File: src/design/plc_pkg.sv
// Shared types and constants for the piecewise linear adjustment block.
// No dependencies; every other design file but plc_ram imports this package.
package plc_pkg;

  localparam int MAX_POINTS_DEF = 8;

  localparam int CFG_IDX_W  = 1;
  localparam int CFG_DATA_W = 4;
  localparam int CNT_W      = 4;

  localparam logic [CFG_IDX_W-1:0] CFG_ENABLED = 1'd0;
  localparam logic [CFG_IDX_W-1:0] CFG_NUM_PTS = 1'd1;

  localparam logic KIND_LOAD = 1'b0;
  localparam logic KIND_EVAL = 1'b1;

  localparam logic signed [31:0] ONE_Q16    = 32'sh0001_0000;
  localparam logic signed [31:0] FACTOR_MAX = 32'sh7FFF_FFFF;

  // quotient bits resolved by the divider; larger quotients saturate
  localparam int DIV_QBITS  = 36;
  localparam int DIV_BPS    = 3;
  localparam int DIV_STAGES = DIV_QBITS / DIV_BPS;
  localparam logic [DIV_QBITS-1:0] Q_SAT_LIMIT = 36'h4_0000_0000;

  typedef struct packed {
    logic               kind;
    logic [2:0]         point_index;
    logic signed [31:0] point_x;
    logic signed [31:0] point_y;
    logic signed [31:0] sample_value;
    logic               sample_valid;
  } plc_in_t;

  typedef struct packed {
    logic signed [31:0] factor;
    logic               used_default;
  } plc_out_t;

  // search result handed to the arithmetic stages
  typedef struct packed {
    logic               dflt;
    logic               pass;
    logic signed [31:0] v;
  } plc_seg_t;

  typedef struct packed {
    logic               dflt;
    logic               pass;
    logic signed [31:0] ly;
  } plc_tag_t;

  // divider stage contents: nq holds numerator bits, then the quotient
  typedef struct packed {
    plc_tag_t              tag;
    logic                  neg;
    logic                  ovf;
    logic [31:0]           rem;
    logic [DIV_QBITS-1:0]  nq;
    logic [31:0]           dx;
  } plc_div_t;

endpackage

File: src/design/plc_div.sv
// Pipelined restoring divider, DIV_BPS quotient bits per stage.
// Depends on plc_pkg.
module plc_div (
  input  logic               clk,
  input  logic               rst_n,
  input  logic               adv,
  input  logic               d_vld,
  input  plc_pkg::plc_div_t  d_in,
  output logic               q_vld,
  output plc_pkg::plc_div_t  q_out
);
  import plc_pkg::*;

  function automatic plc_div_t div_steps(input plc_div_t d);
    plc_div_t    r;
    logic [32:0] t;
    r = d;
    for (int k = 0; k < DIV_BPS; k++) begin
      t    = {r.rem, r.nq[DIV_QBITS-1]};
      r.nq = {r.nq[DIV_QBITS-2:0], 1'b0};
      if (t >= {1'b0, r.dx}) begin
        t       = t - {1'b0, r.dx};
        r.nq[0] = 1'b1;
      end
      r.rem = t[31:0];
    end
    return r;
  endfunction

  logic [DIV_STAGES-1:0] vld_r;
  plc_div_t              st_r [DIV_STAGES];

  always_ff @(posedge clk) begin
    if (!rst_n) begin
      vld_r <= '0;
    end else if (adv) begin
      vld_r <= {vld_r[DIV_STAGES-2:0], d_vld};
    end
  end

  always_ff @(posedge clk) begin
    if (adv) begin
      st_r[0] <= div_steps(d_in);
      for (int k = 1; k < DIV_STAGES; k++) begin
        st_r[k] <= div_steps(st_r[k-1]);
      end
    end
  end

  assign q_vld = vld_r[DIV_STAGES-1];
  assign q_out = st_r[DIV_STAGES-1];

  a_hold: assert property (@(posedge clk) disable iff (!rst_n)
    rst_n && !adv |=> $stable(vld_r))
    else $error("divider pipeline moved while stalled");

endmodule

File: config.mk
export PLATFORM = sky130hd
export DESIGN_NAME = plc_div
export DESIGN_NICKNAME = d
export VERILOG_FILES = /design/src/design/plc_pkg.sv /design/src/design/plc_div.sv
export SDC_FILE = /design/constraint.sdc
export NUM_CORES = 2
export LEC_CHECK = 0
export CORE_UTILIZATION = 55
export CTS_CLUSTER_DIAMETER = 50
export DETAILED_ROUTE_END_ITERATION = 12
export DONT_BUFFER_PORTS = 1
export PLACE_DENSITY_LB_ADDON = 0.08
export SETUP_SLACK_MARGIN = 0.02
export SYNTH_ARGS = -nofsm -noshare
export SYNTH_HDL_FRONTEND = slang
export SYNTH_SLANG_ARGS = --single-unit
File: constraint.sdc
create_clock -name clk -period 16 [get_ports clk]
set_input_delay 3.2 -clock clk [delete_from_list [all_inputs] [get_ports clk]]
set_output_delay 3.2 -clock clk [all_outputs]
set_load 0.01 [all_outputs]
==> flow_summary_export.csv <==
group,metric,value,unit
critical_path,slowest_delay,0.89,ns
routing,wl_per_cell,23.2,um
routing,drt_first_pass_iters,8,
sta,fin_crit,13.20,ns
critical_path,worst_path_dominant_cell_family,"compound AO/OA/AOI/OAI gates",
critical_path,crit_top_cell,"a21oi_1",
global_routing,overflow,0,
layout,layout_common_cells,"1632 x edfxtp_1, 1152 x ha_1, 1111 x a21oi_1",
yosys,yosysTopAreaCell,"edfxtp_1",
clocking,h-tree-depth,4,
sta,rsz0062_at_grt,"no",
clocking,insertion_delay,0.91,ns
critical_path,critPathMaxFanout,34,
clocking,hold_buffers,0,
global_routing,grt_max_degree,261,
critical_path,crit_type,"reg -> reg",
floorplan,coreArea,218000,sq um
sta,fin_skew,0.0806,ns
yosys,synth_area_leaders,"edfxtp_1 41%, ha_1 12%, a21oi_1 4.6%",
yosys,synth_top_area_share,40.5,%
layout,fill_cells,18300,
clocking,cts_sinks,1644,
yosys,ys_seq_area_share,40.7,%
place,place_inst,14600,
critical_path,critPathSlowestCell,"inv_1",
global_routing,antenna_found_initial,12,
yosys,yosysWarnings,0,
sta,hold_viol,0,
clocking,clk_pin_slew,0.06,ns
floorplan,start_util,55.5,%
worst_hold_path,hold_class,"reg -> reg",
sta,maxSlewHeadroom,7.84,%
clocking,tritoncts,"yes",
global_routing,grt_use_total,30.4,%
routing,drt_wl_total,348,mm
sta,setup_tns,0,ns
yosys,syn_nets,13400,
yosys,ys_ff_latch,1644,
critical_path,worst-path-buf-inv,6,
yosys,synthArstFlopShare,0,%
sta,fin_crit_sh,82.5,%
run,maxCapViolations,0,
yosys,synth_edf_count,1632,
critical_path,cp.required,16.70,ns
layout,area_delta_synth_final,7.72,%
floorplan,die-height,471,um
sta,drv_slew,0,
clocking,clk_path_buf_depth,3,
clocking,post_cts_buffers,0,
run_status,status,"complete, no violations",
critical_path,cp-start-kind,"register",
place,io_buffers,0,
routing,dr_total_vias,94100,
floorplan,rows,171,
routing,detailedRoute.firstIterationViolations,9051,
global_routing,grt_pass1_vias,88100,
routing,final_antenna_net_count,0,
layout,final_layout_size_suffix_gt1_share,7.90,%
yosys,synthFlopType,"edfxtp_1",
yosys,yosys.cell_types.count,98,
place,dp_hpwl,275,mm
floorplan,boundaryPins,277,
sta,max_freq,0.0758,GHz
critical_path,cp.arrival,13.90,ns
clocking,cts-resized-gates,0,
critical_path,endpoint_kind,"register",
yosys,avgSynthCellArea,10.0,sq um
clocking,cts_buffers,203,
sta,worst_slew_pin_slew,1.38,ns
layout,final_cells,15000,
global_routing,grt_pass1_wl,525,mm
place,gp_congestion,1.01,
sta,setup_viol,0,
floorplan,dieWidth,471,um
routing,post_drt_via_cell_ratio,6.28,
clocking,clockRootBuffer,"clkbuf_16",
layout,final_common_cell,"edfxtp_1",
floorplan,dieArea,222000,sq um
yosys,synthCells,12100,
layout,fin_nets,13300,
yosys,netlist_area,121000,sq um
routing,drc,0,
## synthesized netlist by cell type, types with 56 or more instances
master / number
a21o_1: 512
nor2b_1: 167
nand3_1: 225
a31oi_1: 104
o21bai_1: 165
nand4_1: 167
o21a_1: 172
inv_1: 829
nor2_1: 743
mux2_2: 399
buf_4: 140
xor2_1: 321
clkbuf_1: 171
nand2b_1: 142
xnor2_1: 617
nor3_1: 188
nand2_1: 841
and3_1: 106
o211ai_1: 63
a211oi_1: 102
a21oi_1: 1113
o221ai_1: 74
ha_1: 1152
and2_1: 56
o21ai_0: 781
o31ai_1: 74
edfxtp_1: 1632
mux2i_1: 140
## worst paths after layout
path | from | slack [ns] | end | cells past startpoint
setup reg to reg | st_r[2][6] | 2.80 | st_r[2][224] | 40
hold reg to reg | st_r[1][199] | 0.36 | st_r[1][338] | 0
hold / removal | st_r[1][199] | 0.36 | st_r[1][338] | 0
setup / recovery | st_r[2][6] | 2.80 | st_r[2][224] | 40
## through the flow
step           util [%]  worst slack [ns]  cell area [sq um]  hold WS [ns]
3_3_place_gp       56.5              2.21             123000         0.400
2_1_floorplan         -              3.91             121000         0.400
3_5_place_dp       56.5              2.14             123000         0.405
6_report           59.8              2.80             130000         0.365
5_1_grt            59.8              2.17             130000         0.372
4_1_cts            59.8              3.06             130000         0.366
## metal layers
layer	up-vias	wire (um)	track usage (%)
met1	45200	161000	44.4
li1	44700	-	-
met4	12	10400	9.30
met3	557	28100	5.58
met5	-	78	0
met2	3597	148000	45.7
## state kept, by name (all words and copies together), names as in the netlist
| register | count |
|---|---|
| vld_r | 12 |
| st_r | 1632 |
## cells by family after synthesis
family / after synthesis / synth area share [%]
AND/OR/NAND/NOR: 2883 / 11.4
multiplexers: 568 / 5.23
buffers and inverters: 1235 / 4.34
XOR/XNOR: 938 / 6.79
adder cells (fa/ha/maj): 1188 / 12.5
flip-flops: 1644 / 40.7
AO/OA/AOI/OAI: 3614 / 19.0
## worst register-to-register path: cells and delay by family (launching register included)
kind	cells	cell delay (ns)
AO/OA/AOI/OAI	18	5.90
adder cells (fa/ha/maj)	3	1.05
buffers and inverters	6	1.90
flip-flops	1	0.42
AND/OR/NAND/NOR	13	3.75
## final cells by class
class	instances	area (sq um)	share of cell area (%)
diodes	7	17.5	0.0134
clock buffers	222	5150	3.95
clock inverters	157	1970	1.51
inverters	846	3180	2.44
multi-input cells	9191	66500	51.1
flip-flops and latches	1644	49200	37.8
well taps	2854	3570	2.74
repair buffers	59	603	0.463
Power is not shown: default switching activity piles up to over one toggle a cycle in this logic, so the estimate is an artifact.
