--- src/design/plc_pkg.sv ---
// Shared types and constants for the piecewise linear adjustment block.
// No dependencies; every other design file but plc_ram imports this package.
package plc_pkg;

  localparam int MAX_POINTS_DEF = 8;

  localparam int CFG_IDX_W  = 1;
  localparam int CFG_DATA_W = 4;
  localparam int CNT_W      = 4;

  localparam logic [CFG_IDX_W-1:0] CFG_ENABLED = 1'd0;
  localparam logic [CFG_IDX_W-1:0] CFG_NUM_PTS = 1'd1;

  localparam logic KIND_LOAD = 1'b0;
  localparam logic KIND_EVAL = 1'b1;

  localparam logic signed [31:0] ONE_Q16    = 32'sh0001_0000;
  localparam logic signed [31:0] FACTOR_MAX = 32'sh7FFF_FFFF;

  // quotient bits resolved by the divider; larger quotients saturate
  localparam int DIV_QBITS  = 36;
  localparam int DIV_BPS    = 3;
  localparam int DIV_STAGES = DIV_QBITS / DIV_BPS;
  localparam logic [DIV_QBITS-1:0] Q_SAT_LIMIT = 36'h4_0000_0000;

  typedef struct packed {
    logic               kind;
    logic [2:0]         point_index;
    logic signed [31:0] point_x;
    logic signed [31:0] point_y;
    logic signed [31:0] sample_value;
    logic               sample_valid;
  } plc_in_t;

  typedef struct packed {
    logic signed [31:0] factor;
    logic               used_default;
  } plc_out_t;

  // search result handed to the arithmetic stages
  typedef struct packed {
    logic               dflt;
    logic               pass;
    logic signed [31:0] v;
  } plc_seg_t;

  typedef struct packed {
    logic               dflt;
    logic               pass;
    logic signed [31:0] ly;
  } plc_tag_t;

  // divider stage contents: nq holds numerator bits, then the quotient
  typedef struct packed {
    plc_tag_t              tag;
    logic                  neg;
    logic                  ovf;
    logic [31:0]           rem;
    logic [DIV_QBITS-1:0]  nq;
    logic [31:0]           dx;
  } plc_div_t;

endpackage

--- src/design/plc_interp.sv ---
// Segment arithmetic: differences, magnitudes, product, overflow check.
// Stages 4 to 6. Depends on plc_pkg.
module plc_interp (
  input  logic                clk,
  input  logic                rst_n,
  input  logic                adv,
  input  logic                seg_vld,
  input  plc_pkg::plc_seg_t   seg,
  input  logic signed [31:0]  lx,
  input  logic signed [31:0]  ly,
  input  logic signed [31:0]  rx,
  input  logic signed [31:0]  ry,
  output logic                div_vld,
  output plc_pkg::plc_div_t   div_o
);
  import plc_pkg::*;

  function automatic logic [31:0] mag33(input logic [32:0] d);
    logic [32:0] t;
    t = d[32] ? (~d + 33'd1) : d;
    return t[31:0];
  endfunction

  logic        s4_vld_r;
  plc_tag_t    s4_tag_r;
  logic [32:0] s4_dv_r;
  logic [32:0] s4_dx_r;
  logic [32:0] s4_dy_r;

  logic        s5_vld_r;
  plc_tag_t    s5_tag_r;
  logic        s5_neg_r;
  logic [31:0] s5_mdv_r;
  logic [31:0] s5_mdy_r;
  logic [31:0] s5_mdx_r;

  logic        s6_vld_r;
  plc_tag_t    s6_tag_r;
  logic        s6_neg_r;
  logic [63:0] s6_prod_r;
  logic [31:0] s6_mdx_r;

  logic [63:0] prod;

  always_ff @(posedge clk) begin
    if (!rst_n) begin
      s4_vld_r <= 1'b0;
      s5_vld_r <= 1'b0;
      s6_vld_r <= 1'b0;
    end else if (adv) begin
      s4_vld_r <= seg_vld;
      s5_vld_r <= s4_vld_r;
      s6_vld_r <= s5_vld_r;
    end
  end

  assign prod = s5_mdv_r * s5_mdy_r;

  always_ff @(posedge clk) begin
    if (adv) begin
      s4_tag_r.dflt <= seg.dflt;
      s4_tag_r.pass <= seg.pass || (lx == rx);
      s4_tag_r.ly   <= ly;
      s4_dv_r       <= {seg.v[31], seg.v} - {lx[31], lx};
      s4_dx_r       <= {rx[31], rx} - {lx[31], lx};
      s4_dy_r       <= {ry[31], ry} - {ly[31], ly};

      s5_tag_r <= s4_tag_r;
      s5_neg_r <= s4_dv_r[32] ^ s4_dy_r[32] ^ s4_dx_r[32];
      s5_mdv_r <= mag33(s4_dv_r);
      s5_mdy_r <= mag33(s4_dy_r);
      s5_mdx_r <= mag33(s4_dx_r);

      s6_tag_r  <= s5_tag_r;
      s6_neg_r  <= s5_neg_r;
      s6_prod_r <= prod;
      s6_mdx_r  <= s5_mdx_r;
    end
  end

  always_comb begin
    div_o.tag = s6_tag_r;
    div_o.neg = s6_neg_r;
    // quotient would not fit the divider's bits
    div_o.ovf = 32'(s6_prod_r[63:DIV_QBITS]) >= s6_mdx_r;
    div_o.rem = 32'(s6_prod_r[63:DIV_QBITS]);
    div_o.nq  = s6_prod_r[DIV_QBITS-1:0];
    div_o.dx  = s6_mdx_r;
  end

  assign div_vld = s6_vld_r;

endmodule

--- config.mk ---
export PLATFORM = sky130hd
export DESIGN_NAME = plc_interp
export DESIGN_NICKNAME = d
export VERILOG_FILES = /design/src/design/plc_pkg.sv /design/src/design/plc_interp.sv
export SDC_FILE = /design/constraint.sdc
export NUM_CORES = 2
export LEC_CHECK = 0
export ABC_AREA = 1
export BUFFER_PORTS_ARGS = -buffer_cell sky130_fd_sc_hd__buf_2
export CAP_MARGIN = 15
export CORE_MARGIN = 3
export CORE_UTILIZATION = 55
export CTS_CLUSTER_SIZE = 20
export DETAILED_ROUTE_END_ITERATION = 8
export PLACE_DENSITY_LB_ADDON = 0.12
export REMOVE_ABC_BUFFERS = 1
export SLEW_MARGIN = 20
export SYNTH_ARGS = -nofsm -noshare
export SYNTH_HDL_FRONTEND = slang
export SYNTH_SLANG_ARGS = --single-unit
export TNS_END_PERCENT = 5
--- constraint.sdc ---
create_clock -name clk -period 6.3 [get_ports clk]
set_input_delay 0 -clock clk [delete_from_list [all_inputs] [get_ports clk]]
set_output_delay 0 -clock clk [all_outputs]
set_load 0.01 [all_outputs]
==> flow_metrics.tcl <==
set metrics [dict create \
    clock.fmax_mhz 149 \
    cts_root_buffer "sky130_fd_sc_hd__clkbuf_16" \
    drt-met1-wl_microns 72600 \
    fin_nets 9293 \
    detailedRoute.firstPassIterationCount 6 \
    route.met3.wl_microns 20600 \
    fillers 8698 \
    drtIter0Drc 3544 \
    die_height_microns 329 \
    tritoncts_num_sinks 398 \
    postSynth.asyncResetShare 0 \
    port_buffers 298 \
    synth-seq-cells 398 \
    cp.required_ns 6.68 \
    drt_wl_total_microns 180000 \
    dr_wl_met2_microns 79900 \
    dp.final_hpwl_microns 150000 \
    initial_utilization 0.559 \
    numCtsBuffers 49 \
    core_area_sq_um 103000 \
    critical_path_peak_fanout 14 \
    synth_top_area_share 0.314 \
    timing.critical_path.arrival_ns 7.08 \
    h-tree-depth 2 \
    grt_max_degree 148 \
    type_of_the_tightest_min_delay_check "primary input to register" \
    io_pins 303 \
    timing.max_cap.violations 0 \
    setup_total_negative_slack_ns -13.81 \
    setup_viol_count_final 49 \
    final.hold.worst_slack_ns 0.00889 \
    slowest_stage "sky130_fd_sc_hd__fa_1" \
    timing.max_slew.rel_slack 0.308 \
    synthMostInstantiatedCell "sky130_fd_sc_hd__nand2_1" \
    placement_rows 117 \
    synth_flop_cell "sky130_fd_sc_hd__edfxtp_1" \
    cts-root-to-sink-buffers 3 \
    report.final.slew_viol_count 0 \
    synth.yosys.seq_area_share 0.208 \
    synth_cells 7140 \
    dieWidth_microns 329 \
    wire_length_of_the_first_global_routing_pass_microns 279000 \
    synth_cell_types 44 \
    clk-insertion-delay-late_ns 0.67 \
    worst_path_largest_cell_delay_ns 0.56 \
    critPathTopFamily "adder cells" \
    setup_ws_post_layout_ns -0.407 \
    start_kind "register" \
    tightest_slew_ns 1.04 \
    first_global_vias 49000 \
    violations "negative setup slack" \
    die_area_sq_um 108000 \
    min_period_over_period 1.06 \
    syn_area_sq_um 57400 \
    per_cell_via_count_in_the_routed_design 5.15 \
    yosys-top-cells-area "sky130_fd_sc_hd__fa_1 (31%), sky130_fd_sc_hd__edfxtp_1 (21%), sky130_fd_sc_hd__nand2_1 (13%)" \
    dpl_worst_slack_ns -0.606 \
    vias 47600 \
    rsz0062_at_grt "true" \
    grt_remaining_overflow 0 \
    synthTopCellsByCount "sky130_fd_sc_hd__nand2_1 (2054), sky130_fd_sc_hd__inv_1 (2015), sky130_fd_sc_hd__fa_1 (899)" \
    clk_transition_reported_paths_ns 0.06 \
    criticalPathCategory "register to register" \
    fin_crit_ns 6.71 \
    finalClockSkew_ns 0.0561 \
    topRoutingLayerUsed "met5" \
    drc_violations_left 0 \
    ant_nets 0 \
    grt_usage 0.341 \
    drive_above_1_share 0.136 \
    finalWeightedCongestion 0.963 \
    worstSetupEndpointType "register" \
    drt-wirelength-per-cell_microns 19.5 \
    synthesis_to_finish_area_growth_pct 18.8 \
    tritoncts "built" \
    critPathBufInv 8 \
    final-hold-violation-count 0 \
    number_of_warnings_reported_in_the_yosys_synthesis_log 0 \
    run_status "finished with violations" \
    post_synth.cell_area_avg_sq_um 8.04 \
    synth_enable_flop_cells 395 \
    synth_area_leader_cell "sky130_fd_sc_hd__fa_1" \
    grt_antenna_before_repair 9 \
    final_util 0.664 \
]
[final timing paths]
check               startpoint            end  slack, ns  cells past startpoint
hold reg to reg   s5_mdx_r[15]   s6_mdx_r[15]       0.40                      0
setup reg to reg   s5_mdy_r[2]  s6_prod_r[31]      -0.41                     26
setup / recovery   s5_mdy_r[2]  s6_prod_r[31]      -0.41                     26
hold / removal          rx[30]    s4_dx_r[30]      0.009                      4
[metrics by stage]
stage	cell area, sq um	instances
5_1_grt	68200	9244
3_3_place_gp	63800	9010
2_1_floorplan	56600	6935
3_5_place_dp	63800	9010
6_report	68200	9246
4_1_cts	67900	9243
[area by class of cell]
type	count	area, sq um	area share
multi-input cells	4518	38300	0.561
inverters	2019	7580	0.111
well taps	1368	1710	0.0251
clock buffers	58	1260	0.0185
repair buffers	852	7070	0.104
flip-flops and latches	398	11900	0.175
diodes	2	5.00	0.0000734
clock inverters	31	363	0.00532
[worst reg2reg max path: stages (launching register included)]
cell and delay (ns):
sky130_fd_sc_hd__edfxtp_1 0.41, sky130_fd_sc_hd__buf_12 0.18, sky130_fd_sc_hd__nand2_1 0.09, sky130_fd_sc_hd__inv_1 0.06, sky130_fd_sc_hd__fa_1 0.54, sky130_fd_sc_hd__inv_1 0.05, sky130_fd_sc_hd__fa_1 0.50, sky130_fd_sc_hd__fa_2 0.48
sky130_fd_sc_hd__fa_1 0.56, sky130_fd_sc_hd__inv_1 0.07, sky130_fd_sc_hd__fa_1 0.50, sky130_fd_sc_hd__inv_1 0.05, sky130_fd_sc_hd__fa_1 0.54, sky130_fd_sc_hd__inv_1 0.06, sky130_fd_sc_hd__fa_2 0.56, sky130_fd_sc_hd__fa_1 0.46
sky130_fd_sc_hd__ha_4 0.27, sky130_fd_sc_hd__nand2_1 0.09, sky130_fd_sc_hd__nand2_2 0.07, sky130_fd_sc_hd__inv_1 0.07, sky130_fd_sc_hd__nand2_1 0.08, sky130_fd_sc_hd__nand2_1 0.08, sky130_fd_sc_hd__nand2_2 0.09, sky130_fd_sc_hd__a21oi_2 0.16
sky130_fd_sc_hd__nand2_2 0.10, sky130_fd_sc_hd__buf_4 0.16, sky130_fd_sc_hd__xor2_1 0.13
[kinds of logic (layout without fill, tap and decap cells)]
family,after synthesis,in the layout,synth area share
AND/OR/NAND/NOR,2696,2696,0.188
adder cells (fa/ha/maj),1289,1289,0.399
buffers and inverters,2227,2960,0.146
flip-flops,398,398,0.208
XOR/XNOR,170,170,0.0259
other,1,6,0.0000653
AO/OA/AOI/OAI,359,359,0.0341
[cells in the final DEF, fill, tap and decap left out, drive strengths merged, types with 9 or more instances in the layout]
cell	synthesis	routed
dlygate4sd3	0	127
buf	8	723
fa	899	899
clkinv	1	20
a21oi	193	193
nor4	13	13
nand4	43	43
nand2	2061	2061
nor2	315	315
edfxtp	395	395
o21bai	16	16
inv	2018	2023
o21a	16	16
xor2	151	151
o21ai	113	113
ha	390	390
nand3b	10	10
o211ai	9	9
nor3	46	46
xnor2	19	19
nand3	199	199
clkbuf	200	58
[routing by layer]
metal  track usage  up-vias
met5             0        -
met1         0.456    23100
li1              -    22300
met4         0.111        6
met2         0.529     1970
met3         0.109      307
[repair_timing]
| item | in CTS | in global routing |
|---|---|---|
| hold buffers | 127 | 0 |
| pin swaps | 56 | 31 |
| hold endpoints to repair | 146 | 0 |
| setup endpoints to repair | 51 | 54 |
| buffers inserted | 14 | 1 |
| resized for setup | 197 | 83 |
| gates cloned | 3 | 0 |
[sequential cells by signal, summed over array words and instances, names as in the netlist]
signal	cells
div_o	34
s4_dv_r	33
s4_dy_r	33
s4_tag_r	34
s5_mdy_r	32
s6_prod_r	64
s5_tag_r	34
div_vld	1
s5_neg_r	1
s6_mdx_r	32
s4_dx_r	33
s4_vld_r	1
s5_mdx_r	32
s5_mdv_r	32
s5_vld_r	1
s6_neg_r	1
Power is not shown: default switching activity piles up to over one toggle a cycle in this logic, so the estimate is an artifact.
