## src/design/plc_pkg.sv

```systemverilog
// Shared types and constants for the piecewise linear adjustment block.
// No dependencies; every other design file but plc_ram imports this package.
package plc_pkg;

  localparam int MAX_POINTS_DEF = 8;

  localparam int CFG_IDX_W  = 1;
  localparam int CFG_DATA_W = 4;
  localparam int CNT_W      = 4;

  localparam logic [CFG_IDX_W-1:0] CFG_ENABLED = 1'd0;
  localparam logic [CFG_IDX_W-1:0] CFG_NUM_PTS = 1'd1;

  localparam logic KIND_LOAD = 1'b0;
  localparam logic KIND_EVAL = 1'b1;

  localparam logic signed [31:0] ONE_Q16    = 32'sh0001_0000;
  localparam logic signed [31:0] FACTOR_MAX = 32'sh7FFF_FFFF;

  // quotient bits resolved by the divider; larger quotients saturate
  localparam int DIV_QBITS  = 36;
  localparam int DIV_BPS    = 3;
  localparam int DIV_STAGES = DIV_QBITS / DIV_BPS;
  localparam logic [DIV_QBITS-1:0] Q_SAT_LIMIT = 36'h4_0000_0000;

  typedef struct packed {
    logic               kind;
    logic [2:0]         point_index;
    logic signed [31:0] point_x;
    logic signed [31:0] point_y;
    logic signed [31:0] sample_value;
    logic               sample_valid;
  } plc_in_t;

  typedef struct packed {
    logic signed [31:0] factor;
    logic               used_default;
  } plc_out_t;

  // search result handed to the arithmetic stages
  typedef struct packed {
    logic               dflt;
    logic               pass;
    logic signed [31:0] v;
  } plc_seg_t;

  typedef struct packed {
    logic               dflt;
    logic               pass;
    logic signed [31:0] ly;
  } plc_tag_t;

  // divider stage contents: nq holds numerator bits, then the quotient
  typedef struct packed {
    plc_tag_t              tag;
    logic                  neg;
    logic                  ovf;
    logic [31:0]           rem;
    logic [DIV_QBITS-1:0]  nq;
    logic [31:0]           dx;
  } plc_div_t;

endpackage

```

## src/design/plc_ram.sv

```systemverilog
// Generic single-write, dual-read RAM with registered read data.
// No dependencies.
module plc_ram #(
  parameter int W  = 32,
  parameter int D  = 8,
  parameter int AW = $clog2(D)
) (
  input  logic          clk,
  input  logic          we,
  input  logic [AW-1:0] waddr,
  input  logic [W-1:0]  wdata,
  input  logic          re,
  input  logic [AW-1:0] raddr_a,
  input  logic [AW-1:0] raddr_b,
  output logic [W-1:0]  rdata_a,
  output logic [W-1:0]  rdata_b
);

  logic [W-1:0] mem_r [D];
  logic [W-1:0] rdata_a_r;
  logic [W-1:0] rdata_b_r;

  always_ff @(posedge clk) begin
    if (we) begin
      mem_r[waddr] <= wdata;
    end
    if (re) begin
      rdata_a_r <= mem_r[raddr_a];
      rdata_b_r <= mem_r[raddr_b];
    end
  end

  assign rdata_a = rdata_a_r;
  assign rdata_b = rdata_b_r;

endmodule

```

## src/design/plc_search.sv

```systemverilog
// Breakpoint table and segment search: stages 1 to 3 of the pipeline.
// Depends on plc_pkg and plc_ram.
module plc_search #(
  parameter int MAX_POINTS = plc_pkg::MAX_POINTS_DEF
) (
  input  logic                        clk,
  input  logic                        rst_n,
  input  logic                        adv,
  input  logic                        in_acc,
  input  plc_pkg::plc_in_t            in_item,
  input  logic                        cfg_enabled,
  input  logic [plc_pkg::CNT_W-1:0]   cfg_num_pts,
  output logic                        seg_vld,
  output plc_pkg::plc_seg_t           seg,
  output logic signed [31:0]          lx,
  output logic signed [31:0]          ly,
  output logic signed [31:0]          rx,
  output logic signed [31:0]          ry
);
  import plc_pkg::*;

  localparam int AW = $clog2(MAX_POINTS);
  localparam int NW = $clog2(MAX_POINTS + 1);

  // stage 1
  logic                  s1_vld_r;
  plc_in_t               s1_r;
  logic signed [31:0]    bx_r [MAX_POINTS];
  logic                  load_ok;
  logic [MAX_POINTS-1:0] lt;
  logic                  gt0;

  // stage 2
  logic                  s2_vld_r;
  plc_in_t               s2_r;
  logic [MAX_POINTS-1:0] s2_lt_r;
  logic                  s2_gt0_r;
  logic [NW-1:0]         n;
  logic [AW-1:0]         nm1;
  logic [AW-1:0]         seg_i;
  logic [AW-1:0]         lo;
  logic [AW-1:0]         hi;
  logic                  dflt;
  logic                  first;
  logic                  last;
  logic                  ram_we;

  // stage 3
  logic                  s3_vld_r;
  plc_seg_t              s3_r;
  logic [63:0]           rd_a;
  logic [63:0]           rd_b;

  assign load_ok = (in_item.kind == KIND_LOAD) && (32'(in_item.point_index) < MAX_POINTS);

  always_ff @(posedge clk) begin
    if (!rst_n) begin
      s1_vld_r <= 1'b0;
    end else if (adv) begin
      s1_vld_r <= in_acc;
    end
  end

  // compare copy of x; written at accept so the next beat sees it
  always_ff @(posedge clk) begin
    if (adv) begin
      s1_r <= in_item;
    end
    if (in_acc && load_ok) begin
      bx_r[AW'(in_item.point_index)] <= in_item.point_x;
    end
  end

  always_comb begin
    for (int j = 0; j < MAX_POINTS; j++) begin
      lt[j] = s1_r.sample_value < bx_r[j];
    end
    gt0 = s1_r.sample_value > bx_r[0];
  end

  always_ff @(posedge clk) begin
    if (!rst_n) begin
      s2_vld_r <= 1'b0;
    end else if (adv) begin
      s2_vld_r <= s1_vld_r;
    end
  end

  always_ff @(posedge clk) begin
    if (adv) begin
      s2_r     <= s1_r;
      s2_lt_r  <= lt;
      s2_gt0_r <= gt0;
    end
  end

  always_comb begin
    n = (32'(cfg_num_pts) > MAX_POINTS) ? NW'(MAX_POINTS) : NW'(cfg_num_pts);
    nm1   = AW'(n - NW'(1));
    dflt  = !cfg_enabled || !s2_r.sample_valid || (n == '0);
    first = !s2_gt0_r;
    last  = !s2_lt_r[nm1];
    // first segment whose right x lies above the sample, else the last one
    seg_i = AW'(n - NW'(2));
    for (int j = MAX_POINTS - 3; j >= 0; j--) begin
      if (s2_lt_r[j+1] && ((j + 2) < int'(n))) begin
        seg_i = AW'(j);
      end
    end
    if (first) begin
      lo = '0;
      hi = '0;
    end else if (last) begin
      lo = nm1;
      hi = nm1;
    end else begin
      lo = seg_i;
      hi = seg_i + AW'(1);
    end
  end

  // table write happens at this stage, the same place evaluates read it
  assign ram_we = adv && s2_vld_r && (s2_r.kind == KIND_LOAD)
                  && (32'(s2_r.point_index) < MAX_POINTS);

  plc_ram #(
    .W  (64),
    .D  (MAX_POINTS),
    .AW (AW)
  ) u_table (
    .clk     (clk),
    .we      (ram_we),
    .waddr   (AW'(s2_r.point_index)),
    .wdata   ({s2_r.point_x, s2_r.point_y}),
    .re      (adv),
    .raddr_a (lo),
    .raddr_b (hi),
    .rdata_a (rd_a),
    .rdata_b (rd_b)
  );

  always_ff @(posedge clk) begin
    if (!rst_n) begin
      s3_vld_r <= 1'b0;
    end else if (adv) begin
      s3_vld_r <= s2_vld_r && (s2_r.kind == KIND_EVAL);
    end
  end

  always_ff @(posedge clk) begin
    if (adv) begin
      s3_r.dflt <= dflt;
      s3_r.pass <= first || last;
      s3_r.v    <= s2_r.sample_value;
    end
  end

  assign seg_vld = s3_vld_r;
  assign seg     = s3_r;
  assign lx      = rd_a[63:32];
  assign ly      = rd_a[31:0];
  assign rx      = rd_b[63:32];
  assign ry      = rd_b[31:0];

  a_s1_moves: assert property (@(posedge clk) disable iff (!rst_n)
    rst_n && adv && s1_vld_r |=> s2_vld_r)
    else $error("stage 1 beat lost on advance");

endmodule

```

## config.mk

```make
export PLATFORM = sky130hd
export DESIGN_NAME = plc_search
export DESIGN_NICKNAME = d
export VERILOG_FILES = /design/src/design/plc_pkg.sv /design/src/design/plc_ram.sv /design/src/design/plc_search.sv
export SDC_FILE = /design/constraint.sdc
export NUM_CORES = 2
export LEC_CHECK = 0
export BUFFER_PORTS_ARGS = -buffer_cell sky130_fd_sc_hd__buf_2
export CAP_MARGIN = 20
export CORE_ASPECT_RATIO = 2
export CORE_MARGIN = 2
export CORE_UTILIZATION = 60
export DETAILED_ROUTE_END_ITERATION = 16
export PLACE_DENSITY_LB_ADDON = 0.08
export SYNTH_ARGS = -nofsm -noshare
export SYNTH_HDL_FRONTEND = slang
export SYNTH_SLANG_ARGS = --single-unit
```

## constraint.sdc

```tcl
create_clock -name clk -period 6.9 [get_ports clk]
set_input_delay 0 -clock clk [delete_from_list [all_inputs] [get_ports clk]]
set_output_delay 0 -clock clk [all_outputs]
set_load 0.02 [all_outputs]
```

==> flow_metrics.env <==
export IMPL_min_path_type="in -> reg"
export IMPL_fmax_mhz=232.3
export IMPL_cts_setup_buffers=0
export IMPL_die_w_um=209.5
export IMPL_place_congestion=0.8402
export IMPL_synth_edf_count=1141
export IMPL_final_hold_viol_count=0
export IMPL_setup_viol=0
export IMPL_synth_top_area_share=0.6759
export IMPL_grt_pass1_wl_mm=202.6
export IMPL_synth_avg_cell_area_um2=14.92
export IMPL_drc=0
export IMPL_clk_pin_slew_ns=0.06
export IMPL_placed_cells=4605
export IMPL_crit_path_end_kind="register"
export IMPL_drv_slew=0
export IMPL_fin_total_pwr_mw=16.56
export IMPL_yosysMostFrequentCell="edfxtp_1"
export IMPL_clockRootBuffer="clkbuf_16"
export IMPL_via_per_inst=6.616
export IMPL_synth_cell_types=73
export IMPL_antenna_found_initial=3
export IMPL_reg2regPathDepth=11
export IMPL_syn_num_nets=3761
export IMPL_critical_path_required_ns=7.34
export IMPL_crit_fanout=27
export IMPL_die_area_mm2=0.08696
export IMPL_wl_per_cell_um=27.79
export IMPL_skew_ns=0.02159
export IMPL_cts_tree="done"
export IMPL_finalNetCount=4160
export IMPL_clk_insertion_delay_late_ns=0.70
export IMPL_grt_max_degree=201
export IMPL_postLayoutSetupSlackWorst_ns=2.596
export IMPL_crit_type="reg -> reg"
export IMPL_worstPathArrival_ns=4.74
export IMPL_drt_iter0_markers=3344
export IMPL_core_region_area_mm2=0.08371
export IMPL_die_h_um=415.1
export IMPL_synth_seq_cells=1144
export IMPL_synth_area_leaders="edfxtp_1 (68%), ha_1 (6.3%), o21a_1 (3.9%), a211oi_1 (3.9%), mux2i_1 (2.8%)"
export IMPL_cts_path_max_buffers=3
export IMPL_power_density_mw_per_mm2=286.7
export IMPL_fin_cells=4934
export IMPL_status="complete, no violations"
export IMPL_io_buffers=272
export IMPL_period_share=0.6238
export IMPL_grt_pass1_vias=34180
export IMPL_drive_above_1_share=0.1507
export IMPL_tightest_slew_ns=1.262
export IMPL_drv_cap=0
export IMPL_async_reset_ff_frac=0
export IMPL_place_ws_ns=2.100
export IMPL_synthCells=3397
export IMPL_vias=32640
export IMPL_first_pass_iters=9
export IMPL_grt_usage=0.3147
export IMPL_multi_input_area_mm2=0.01452
export IMPL_cts_buffers=99
export IMPL_syn_to_final_growth_pct=13.96
export IMPL_synthesis_area_mm2=0.05069
export IMPL_htree_levels=3
export IMPL_hold_ws_ns=0.03169
export IMPL_max_slew_margin=0.1585
export IMPL_regArea_mm2=0.03432
export IMPL_grt_overflow=0
export IMPL_io_pins=273
export IMPL_final_antenna_net_count=0
export IMPL_hold_path_cell_count=2
export IMPL_synth_top_flop_cell="edfxtp_1"
export IMPL_ir_worst_vdd_mv=0.2493
export IMPL_cts_resized=0
export IMPL_start_util=0.6056
export IMPL_start_kind="register"
export IMPL_place_detailed_hpwl_mm=77.74
export IMPL_ys_seq_area_frac=0.6771
export IMPL_yosys_warnings=0
export IMPL_cts_sinks=1144
export IMPL_hold_buffers=154
export IMPL_synth_top_area_cell="edfxtp_1"
export IMPL_rsz0062_at_grt="false"
export IMPL_min_period_ns=4.304
export IMPL_leakagePower_nw=21.52
export IMPL_synth_common_cells="edfxtp_1 (1141), o21a_1 (265), a211oi_1 (261)"
export IMPL_finalSetupTns_ns=0
export IMPL_drt_total_wl_mm=137.1
export IMPL_rows=150
export IMPL_n_fill_cell=5631
[flip-flops by register name (all words and copies together) (netlist names)]
signal           count
s2_r               101
s2_lt_r              8
seg_vld              1
s1_vld_r             1
s1_r               101
s2_gt0_r             1
bx_r               256
u_table.rdata_b     64
s2_vld_r             1
u_table.mem_r      512
u_table.rdata_a     64
seg                 34
[through the flow]
step,util,instance area (um2)
floorplan,-,50690
global placement,0.6335,53030
detailed placement,0.6335,53030
CTS,0.6900,57760
global route,0.6900,57760
finish,0.6901,57770
[layout by cell type, fill, tap and decap left out, types with 8 or more instances in the layout]
cell type and instances:
nand2_1 37, nor2b_1 15, inv_1 259, edfxtp_1 1141, clkbuf_16 103, buf_4 55
mux2_2 64, nor4_1 68, clkinv_1 20, o22ai_1 68, o21a_1 265, a211o_1 67
clkinvlp_4 12, and4_1 8, ha_1 254, dlygate4sd3_1 154, a21oi_1 121, and3_1 10
nand3_1 78, bufinv_16 10, nand4_1 34, a211oi_1 261, o21ai_0 90, nand2b_1 20
mux2i_1 139, nor2_1 29, clkinv_2 12, a21o_1 71, buf_2 271, nor3_1 10
clkbuf_1 10
[layer usage]
metal,share of wire,vias up,track usage
met2,0.51,1796,0.5520
met5,0.000095,-,0
li1,-,14130,-
met3,0.084,446,0.05454
met4,0.051,2,0.1696
met1,0.35,16270,0.3678
[worst max-delay path: stages (launching register included)]
cell and delay, ns:
edfxtp_1 0.36, nor2b_1 0.23, nor2_1 0.08, o32ai_2 0.43, and2_1 0.21, ha_1 0.19, o211ai_1 0.17, mux2_4 0.45
nand2_4 0.59, buf_4 0.55, mux2_2 0.40, a211o_1 0.29
[where the power goes]
group          internal [mW]  total (mW)  switching (mW)
clock network           3.09        5.56            2.47
registers               8.07        8.30           0.234
logic                  0.963        2.70            1.74
[cell families (layout without fill, tap and decap cells)]
group,Yosys count,count (layout),share of synthesized area
flops,1144,1144,0.6771
compound gates,994,994,0.1393
buf+inv,447,918,0.03935
simple gates,348,348,0.03799
fa+ha+maj,254,254,0.06270
mux,208,208,0.04310
xor+xnor,2,2,0.0004938
other cells,0,2,0
[layout make-up]
| type | count | area share |
|---|---|---|
| flip-flops and latches | 1144 | 0.5942 |
| multi-input cells | 1806 | 0.2513 |
| repair buffers | 486 | 0.05931 |
| clock buffers | 113 | 0.04527 |
| well taps | 1064 | 0.02305 |
| inverters | 259 | 0.01683 |
| clock inverters | 60 | 0.01001 |
| diodes | 2 | 0.00008664 |
[path summary, 6_finish.rpt]
path / slack [ns] / startpoint / end
worst max-delay path: 2.60 / s2_lt_r[4] / u_table.rdata_b[1]
worst min-delay path: 0.03 / in_item[37] / s1_r[37]
worst max register to register: 2.60 / s2_lt_r[4] / u_table.rdata_b[1]
worst min register to register: 0.42 / s2_r[7] / seg[6]
Note: power is estimated with default switching activity, not from simulation.
